File: config.mk
export PLATFORM = sky130hd
export DESIGN_NAME = joystick_flick_direction_detector
export DESIGN_NICKNAME = d
export VERILOG_FILES = /design/src/rtl/core/jfdd_pkg.sv /design/src/rtl/core/jfdd_classify.sv /design/src/rtl/core/jfdd_key_mem.sv /design/src/rtl/core/joystick_flick_direction_detector.sv
export SDC_FILE = /design/constraint.sdc
export NUM_CORES = 1
export LEC_CHECK = 0
export BUFFER_PORTS_ARGS = -buffer_cell sky130_fd_sc_hd__buf_2
export CORE_MARGIN = 5
export CORE_UTILIZATION = 65
export CTS_CLUSTER_SIZE = 12
export DETAILED_ROUTE_END_ITERATION = 12
export GPL_TIMING_DRIVEN = 0
export PLACE_DENSITY = 0.85
export SYNTH_ARGS = -nofsm -noshare
export SYNTH_HDL_FRONTEND = slang
export SYNTH_HIERARCHICAL = 1
export SYNTH_SLANG_ARGS = --single-unit
File: constraint.sdc
create_clock -name clk -period 8.4 [get_ports clk]
set_input_delay 1.26 -clock clk [delete_from_list [all_inputs] [get_ports clk]]
set_output_delay 1.26 -clock clk [all_outputs]
set_load 0.005 [all_outputs]
File: src/rtl/core/jfdd_pkg.sv
// jfdd_pkg: shared widths, direction codes, register indexes and the
// key-state write port type of the flick direction detector.
// no dependencies
package jfdd_pkg;

  localparam int NUM_KEYS   = 20;
  localparam int ADC_W      = 10;
  localparam int KEY_W      = 5;
  localparam int CNT_W      = 5;
  localparam int THR_W      = 10;
  localparam int DIR_W      = 3;
  localparam int CFG_IDX_W  = 1;
  localparam int CFG_DATA_W = 10;
  // common width for comparing an axis magnitude against the threshold
  localparam int CMP_W      = (ADC_W > THR_W) ? ADC_W : THR_W;
  localparam int ADC_CENTER = 1 << (ADC_W - 1);

  localparam logic [CNT_W-1:0] MAX_OUTPUTS_RESET = CNT_W'(20);
  localparam logic [THR_W-1:0] THRESHOLD_RESET   = THR_W'(409);

  typedef enum logic [DIR_W-1:0] {
    DIR_CENTER = 3'd0,
    DIR_LEFT   = 3'd1,
    DIR_UP     = 3'd2,
    DIR_RIGHT  = 3'd3,
    DIR_DOWN   = 3'd4,
    DIR_NONE   = 3'd5
  } dir_t;

  typedef enum logic [CFG_IDX_W-1:0] {
    REG_MAX_OUTPUTS       = 1'b0,
    REG_DEFLECT_THRESHOLD = 1'b1
  } cfg_reg_t;

  typedef struct packed {
    logic             en;
    logic [KEY_W-1:0] key;
    dir_t             dir;
  } mem_wr_t;

endpackage

File: src/rtl/core/jfdd_classify.sv
// jfdd_classify: turns one pair of axis readings and the button bit into
// a direction code.
// depends on jfdd_pkg
module jfdd_classify (
  input  logic [jfdd_pkg::ADC_W-1:0] x_sample,
  input  logic [jfdd_pkg::ADC_W-1:0] y_sample,
  input  logic                       pressed,
  input  logic [jfdd_pkg::THR_W-1:0] threshold,
  output jfdd_pkg::dir_t             dir
);

  logic signed [jfdd_pkg::ADC_W:0] dx;
  logic signed [jfdd_pkg::ADC_W:0] dy;
  logic [jfdd_pkg::ADC_W:0]        dx_neg;
  logic [jfdd_pkg::ADC_W:0]        dy_neg;
  logic [jfdd_pkg::ADC_W-1:0]      ax;
  logic [jfdd_pkg::ADC_W-1:0]      ay;
  logic                            x_flick;
  logic                            y_flick;

  assign dx = $signed({1'b0, x_sample}) - $signed((jfdd_pkg::ADC_W + 1)'(jfdd_pkg::ADC_CENTER));
  assign dy = $signed({1'b0, y_sample}) - $signed((jfdd_pkg::ADC_W + 1)'(jfdd_pkg::ADC_CENTER));
  assign dx_neg = -dx;
  assign dy_neg = -dy;

  // largest magnitude is half scale, which still fits in ADC_W bits
  assign ax = dx[jfdd_pkg::ADC_W] ? dx_neg[jfdd_pkg::ADC_W-1:0] : dx[jfdd_pkg::ADC_W-1:0];
  assign ay = dy[jfdd_pkg::ADC_W] ? dy_neg[jfdd_pkg::ADC_W-1:0] : dy[jfdd_pkg::ADC_W-1:0];

  assign x_flick = jfdd_pkg::CMP_W'(ax) > jfdd_pkg::CMP_W'(threshold);
  assign y_flick = jfdd_pkg::CMP_W'(ay) > jfdd_pkg::CMP_W'(threshold);

  always_comb begin
    priority if (pressed) begin
      dir = jfdd_pkg::DIR_CENTER;
    end else if (ax > ay) begin
      if (!x_flick) begin
        dir = jfdd_pkg::DIR_NONE;
      end else if (dx[jfdd_pkg::ADC_W]) begin
        dir = jfdd_pkg::DIR_RIGHT;
      end else begin
        dir = jfdd_pkg::DIR_LEFT;
      end
    end else begin
      // ties go to the vertical axis
      if (!y_flick) begin
        dir = jfdd_pkg::DIR_NONE;
      end else if (dy[jfdd_pkg::ADC_W]) begin
        dir = jfdd_pkg::DIR_UP;
      end else begin
        dir = jfdd_pkg::DIR_DOWN;
      end
    end
  end

endmodule

File: src/rtl/core/jfdd_key_mem.sv
// jfdd_key_mem: per-key last direction memory, registered read, reset
// valid bits and forwarding of the most recent write.
// depends on jfdd_pkg
module jfdd_key_mem (
  input  logic                       clk,
  input  logic                       rst,
  input  logic                       rd_en,
  input  logic [jfdd_pkg::KEY_W-1:0] rd_key,
  input  jfdd_pkg::mem_wr_t          wr,
  output jfdd_pkg::dir_t             prev
);

  jfdd_pkg::dir_t                mem [jfdd_pkg::NUM_KEYS];
  logic [jfdd_pkg::NUM_KEYS-1:0] valid;
  jfdd_pkg::dir_t                rd_data;
  logic                          rd_valid;
  logic [jfdd_pkg::KEY_W-1:0]    rd_key_q;
  logic                          fwd_valid;
  logic [jfdd_pkg::KEY_W-1:0]    fwd_key;
  jfdd_pkg::dir_t                fwd_dir;

  always_ff @(posedge clk) begin
    if (wr.en) begin
      mem[wr.key] <= wr.dir;
    end
    if (rd_en) begin
      rd_data  <= mem[rd_key];
      rd_key_q <= rd_key;
    end
    if (wr.en) begin
      fwd_key <= wr.key;
      fwd_dir <= wr.dir;
    end
  end

  always_ff @(posedge clk) begin
    if (rst) begin
      valid     <= '0;
      rd_valid  <= 1'b0;
      fwd_valid <= 1'b0;
    end else begin
      if (wr.en) begin
        valid[wr.key] <= 1'b1;
        fwd_valid     <= 1'b1;
      end
      if (rd_en) begin
        rd_valid <= valid[rd_key];
      end
    end
  end

  // the latest write always wins over what the array returned
  always_comb begin
    priority if (fwd_valid && (fwd_key == rd_key_q)) begin
      prev = fwd_dir;
    end else if (rd_valid) begin
      prev = rd_data;
    end else begin
      prev = jfdd_pkg::DIR_NONE;
    end
  end

  a_fwd_same_edge: assert property (@(posedge clk) disable iff (rst)
    (wr.en && rd_en && (rd_key == wr.key)) |=> (prev == $past(wr.dir)))
    else $error("write not forwarded to read of same key");

  a_reset_clears: assert property (@(posedge clk)
    rst |=> (valid == '0))
    else $error("valid bits not cleared by reset");

  a_unwritten_none: assert property (@(posedge clk) disable iff (rst)
    (rd_en && !valid[rd_key] && !(wr.en && (wr.key == rd_key)))
      |=> (prev == jfdd_pkg::DIR_NONE))
    else $error("unwritten key did not read as none");

endmodule

File: src/rtl/core/joystick_flick_direction_detector.sv
// joystick_flick_direction_detector: top level, input stage, frame event
// budget and output register around the per-key direction memory.
// depends on jfdd_pkg, jfdd_classify, jfdd_key_mem
//
// Accepts one key sample per clock cycle while in_ready is high, and
// returns at most one word per sample, the key and its new direction,
// when that key leaves the idle position. Throughput is set by the single
// read-modify-write of the per-key memory: the sample is classified and
// its key read in the input stage, the word decided and the key written
// back in the next, with the newest write forwarded so back-to-back
// samples of one key see each other; the word is then held in the output
// register. Keys at or above the key count are dropped but their frame
// start mark still clears the per-frame event count. The user must write
// registers only while idle; the block itself does not enforce this.
module joystick_flick_direction_detector (
  input  logic                            clk,
  input  logic                            rst,
  input  logic                            cfg_we,
  input  logic [jfdd_pkg::CFG_IDX_W-1:0]  cfg_idx,
  input  logic [jfdd_pkg::CFG_DATA_W-1:0] cfg_data,
  input  logic                            in_valid,
  output logic                            in_ready,
  input  logic [jfdd_pkg::KEY_W-1:0]      key,
  input  logic [jfdd_pkg::ADC_W-1:0]      x_sample,
  input  logic [jfdd_pkg::ADC_W-1:0]      y_sample,
  input  logic                            pressed,
  input  logic                            frame_start,
  output logic                            out_valid,
  input  logic                            out_ready,
  output logic [jfdd_pkg::KEY_W-1:0]      event_key,
  output logic [jfdd_pkg::DIR_W-1:0]      direction
);

  logic [jfdd_pkg::CNT_W-1:0] max_outputs;
  logic [jfdd_pkg::THR_W-1:0] deflect_threshold;

  logic                       accept;
  logic                       in_range;
  jfdd_pkg::dir_t             dir_c;

  logic                       s1_valid;
  logic [jfdd_pkg::KEY_W-1:0] s1_key;
  jfdd_pkg::dir_t             s1_dir;
  logic                       s1_fs;
  logic                       s1_in_range;
  logic                       s1_adv;
  logic                       fire;

  jfdd_pkg::dir_t             prev;
  jfdd_pkg::mem_wr_t          wr;

  logic [jfdd_pkg::CNT_W-1:0] frame_event_count;
  logic [jfdd_pkg::CNT_W-1:0] cnt_base;
  logic [jfdd_pkg::CNT_W-1:0] frame_event_count_next;
  logic                       ev;

  // config registers
  always_ff @(posedge clk) begin
    if (rst) begin
      max_outputs       <= jfdd_pkg::MAX_OUTPUTS_RESET;
      deflect_threshold <= jfdd_pkg::THRESHOLD_RESET;
    end else if (cfg_we) begin
      unique case (jfdd_pkg::cfg_reg_t'(cfg_idx))
        jfdd_pkg::REG_MAX_OUTPUTS: begin
          max_outputs <= cfg_data[jfdd_pkg::CNT_W-1:0];
        end
        jfdd_pkg::REG_DEFLECT_THRESHOLD: begin
          deflect_threshold <= cfg_data[jfdd_pkg::THR_W-1:0];
        end
      endcase
    end
  end

  // input stage
  assign s1_adv   = !out_valid || out_ready;
  assign in_ready = !s1_valid || s1_adv;
  assign accept   = in_valid && in_ready;
  assign in_range = key < jfdd_pkg::KEY_W'(jfdd_pkg::NUM_KEYS);

  jfdd_classify u_classify (
    .x_sample  (x_sample),
    .y_sample  (y_sample),
    .pressed   (pressed),
    .threshold (deflect_threshold),
    .dir       (dir_c)
  );

  always_ff @(posedge clk) begin
    if (accept) begin
      s1_key      <= key;
      s1_dir      <= dir_c;
      s1_fs       <= frame_start;
      s1_in_range <= in_range;
    end
  end

  always_ff @(posedge clk) begin
    if (rst) begin
      s1_valid <= 1'b0;
    end else if (in_ready) begin
      s1_valid <= accept;
    end
  end

  jfdd_key_mem u_key_mem (
    .clk    (clk),
    .rst    (rst),
    .rd_en  (accept && in_range),
    .rd_key (key),
    .wr     (wr),
    .prev   (prev)
  );

  // update stage
  assign fire     = s1_valid && s1_adv;
  assign wr.en    = fire && s1_in_range;
  assign wr.key   = s1_key;
  assign wr.dir   = s1_dir;

  assign cnt_base = s1_fs ? '0 : frame_event_count;
  assign ev       = s1_in_range && (prev == jfdd_pkg::DIR_NONE)
                    && (s1_dir != jfdd_pkg::DIR_NONE) && (cnt_base < max_outputs);
  assign frame_event_count_next = ev ? (cnt_base + jfdd_pkg::CNT_W'(1)) : cnt_base;

  always_ff @(posedge clk) begin
    if (rst) begin
      frame_event_count <= '0;
    end else if (fire) begin
      frame_event_count <= frame_event_count_next;
    end
  end

  // output register
  always_ff @(posedge clk) begin
    if (rst) begin
      out_valid <= 1'b0;
    end else if (s1_adv) begin
      out_valid <= fire && ev;
    end
  end

  always_ff @(posedge clk) begin
    if (fire && ev) begin
      event_key <= s1_key;
      direction <= s1_dir;
    end
  end

  a_no_none_word: assert property (@(posedge clk) disable iff (rst)
    out_valid |-> (direction != jfdd_pkg::DIR_NONE))
    else $error("word carries the none code");

  a_event_lands: assert property (@(posedge clk) disable iff (rst)
    (fire && ev) |=> (out_valid && (event_key == $past(s1_key))
                      && (direction == $past(s1_dir))))
    else $error("event not loaded into output register");

  a_frame_clear: assert property (@(posedge clk) disable iff (rst)
    (fire && s1_fs) |=> (frame_event_count <= jfdd_pkg::CNT_W'(1)))
    else $error("frame start did not clear event count");

  a_silent_sample: assert property (@(posedge clk) disable iff (rst)
    (fire && !ev) |=> !out_valid)
    else $error("word shown for sample without event");

endmodule

==> impl_metrics.ini <==
[logic_synthesis]
synth_edf_count = 94
syn_area_per_cell_um2 = 12.1
synth_largest_area_cell = edfxtp_1
seq_area_frac_synth = 0.552
synth_area_um2 = 6710
yosysMostFrequentCell = edfxtp_1
ys_ff_latch = 138
postSynthCellCount = 555
ys_top_cells_by_count = edfxtp_1 (94), nor2_1 (81), dfxtp_1 (44)
async_reset_ff_frac = 0
synth.distinct_cells = 60
yosysWarnings = 6
synth_area_leaders = edfxtp_1 (42%), dfxtp_1 (13%), ha_1 (6.5%)
synth_nets = 633
ys.flop_type = edfxtp_1
synth_top_area_frac = 0.421

[die]
core-area_um2 = 10200
fp-row-count = 37
die_area_um2 = 12500
die_y_um = 112
initial_utilization = 0.659
die_x_um = 112
io_pins = 53

[clock_tree]
tritoncts = yes
numClockSinks = 138
cts.htree.levels = 4
cts_made_buffers = 17
post_cts_buffers = 0
clock-root-buffer = clkbuf_8
insertion_delay_ns = 0.52
clk_pin_slew_ns = 0.06
ctsHoldBuffers = 0
cts_buffer_depth = 2
cts_resized = 0

[timing]
fin_setup_tns_ns = 0
hold_viol = 0
worstMarginPinSlew_ns = 0.781
clock_skew_ns = 0.00917
slew_violations = 0
setup_slack_ns = 4.70
rsz0062_at_grt = no
period_needed_ns = 3.70
slew_headroom = 0.479
max_freq_mhz = 270
setup_viol = 0
period_share = 0.441

[critical_path]
crit_chain = buf_2 > nor4_1 > nor2b_1 > nand2_1 > nor4_1 > ha_1 > a21oi_1 > o21ai_0 > a2111o_1 > a2111o_1 > o31ai_1
required_ns = 8.74
rrSetupSlack_ns = 5.77
path_class = primary input to register
slowest_delay_ns = 0.42
path_max_fanout = 4
critPathLaunch = x_sample[5]
crit_arrival_ns = 4.04
worst_path_max_delay_cell = a2111o_1
startpoint_type = primary input
r2r_start = u_key_mem/rd_key_q[2]$_DFFE_PP_
end_kind = register

[route]
wl_per_cell_um = 19.8
drc = 0
drtPass1Iterations = 6
viasPerCell = 6.29
vias = 4860
drt_wl_total_um = 15300
drtIter0Drc = 370
final_antenna_net_count = 0

[placement]
gp_congestion = 0.890
port_buffers = 50
dp_slack_ns = 4.24
dpl_cell_area_um2 = 7130
dp_hpwl_um = 10400

[grt]
grt_max_degree = 25
grt_pass1_vias = 4963
overflow = 0
grt_util_all_layers = 0.253
antenna_found_initial = 0
grt_pass1_wl_um = 24500

[run_status]
outcome = finished, final reports clean

[cells_and_area]
area_delta_synth_final_pct = 15.3
antennaDiodeCount = 0
final_net_count = 702
post-route-util = 0.759
final_cell_area_um2 = 7730
layout-drive-gt1-share = 0.173

[hold_path]
hold_path.class = register to register
min_from = deflect_threshold[6]$_SDFFE_PP0P_

[power_and_ir_drop]
ir_drop_v = 0.000139
leakage_nw = 3.06
power_density_nw_per_um2 = 217

[flow_run]
cap_violations = 0
==> flip-flops by register name (all words and copies together), names as in the netlist, 3 cells and up <==
signal	flops
deflect_threshold	10
direction	3
event_key	5
frame_event_count	5
max_outputs	5
s1_dir	3
s1_key	5
u_key_mem/fwd_dir	3
u_key_mem/fwd_key	5
u_key_mem/mem	60
u_key_mem/rd_data	3
u_key_mem/rd_key_q	5
u_key_mem/valid	20
==> path summary, 6_finish.rpt <==
path	cells past startpoint	endpoint
worst max-delay path	11	s1_dir[1]$_DFFE_PP_
worst min-delay path	2	deflect_threshold[6]$_SDFFE_PP0P_
worst max register to register	8	direction[1]$_DFFE_PP_
worst min register to register	2	deflect_threshold[6]$_SDFFE_PP0P_
==> cell type report <==
cell class	count	area, um2
tap	136	170
buffer	14	88.8
multi-input combinational	367	2780
clock buffer	23	499
fill	607	2450
timing repair buffer	50	250
clock inverter	9	108
sequential	138	3700
inverter	36	135
==> stage by stage <==
step	power, mW	cells	hold slack [ns]
after floorplan	0.885	555	0.427
after global placement	0.932	741	0.435
after detailed placement	0.942	741	0.453
after CTS	1.68	773	0.463
after global routing	1.74	773	0.473
final	1.68	773	0.460
==> cells in the final DEF (no fill, tap or decap), types with 3 or more instances in the layout <==
| master | Yosys | routed |
|---|---|---|
| clkbuf_16 | 0 | 18 |
| clkbuf_1 | 8 | 10 |
| nand3b_1 | 9 | 9 |
| nor2_1 | 81 | 81 |
| and2_1 | 4 | 4 |
| o22ai_1 | 4 | 4 |
| nor2b_1 | 5 | 5 |
| dfxtp_1 | 44 | 44 |
| mux2_2 | 5 | 5 |
| a21o_1 | 11 | 11 |
| o211a_1 | 3 | 3 |
| and3_1 | 3 | 3 |
| xor2_1 | 18 | 18 |
| o21ai_1 | 4 | 4 |
| a211oi_1 | 6 | 6 |
| a21oi_1 | 23 | 23 |
| inv_1 | 36 | 36 |
| nor3_1 | 5 | 5 |
| nand3_1 | 7 | 7 |
| xnor2_1 | 4 | 4 |
| nor3b_1 | 3 | 3 |
| buf_4 | 3 | 3 |
| nand2_1 | 38 | 38 |
| mux4_1 | 11 | 11 |
| buf_2 | 0 | 50 |
| edfxtp_1 | 94 | 94 |
| clkbuf_8 | 1 | 4 |
| a31oi_1 | 6 | 6 |
| or3b_2 | 4 | 4 |
| nand2b_1 | 8 | 8 |
| mux2i_1 | 11 | 11 |
| nand4_1 | 7 | 7 |
| ha_1 | 35 | 35 |
| mux4_2 | 7 | 7 |
| o21ai_0 | 5 | 5 |
| nor4_1 | 5 | 5 |
==> metal layers <==
| layer | part of all wire | up-vias | GRT usage | routed length (um) |
|---|---|---|---|---|
| met1 | 0.39 | 2352 | 0.304 | 5960 |
| met4 | 0.036 | 0 | 0.122 | 555 |
| li1 | - | 2207 | - | - |
| met2 | 0.50 | 249 | 0.429 | 7620 |
| met3 | 0.076 | 52 | 0.0630 | 1160 |
| met5 | 0 | - | 0 | 0 |
==> kinds of logic (layout without fill, tap and decap cells) <==
group | count (synthesis) | in the layout | share of synthesized area
buffers and inverters | 50 | 132 | 0.0334
flip-flops | 138 | 138 | 0.552
AND/OR/NAND/NOR | 189 | 189 | 0.137
multiplexers | 34 | 34 | 0.0914
adder cells (fa/ha/maj) | 35 | 35 | 0.0653
AO/OA/AOI/OAI | 87 | 87 | 0.0921
XOR/XNOR | 22 | 22 | 0.0287
==> power by group <==
group	switching, mW	internal [mW]
combinational	0.0971	0.0701
sequential	0.0186	0.748
clock	0.272	0.475
total	0.388	1.29
==> worst max-delay path, delay by kind of cell <==
kind            cells  cell delay (ns)
fa+ha+maj           1             0.34
simple gates        4             1.06
buf+inv             1             0.12
compound gates      5             1.26
No activity file was read; power rests on OpenSTA's default activity.
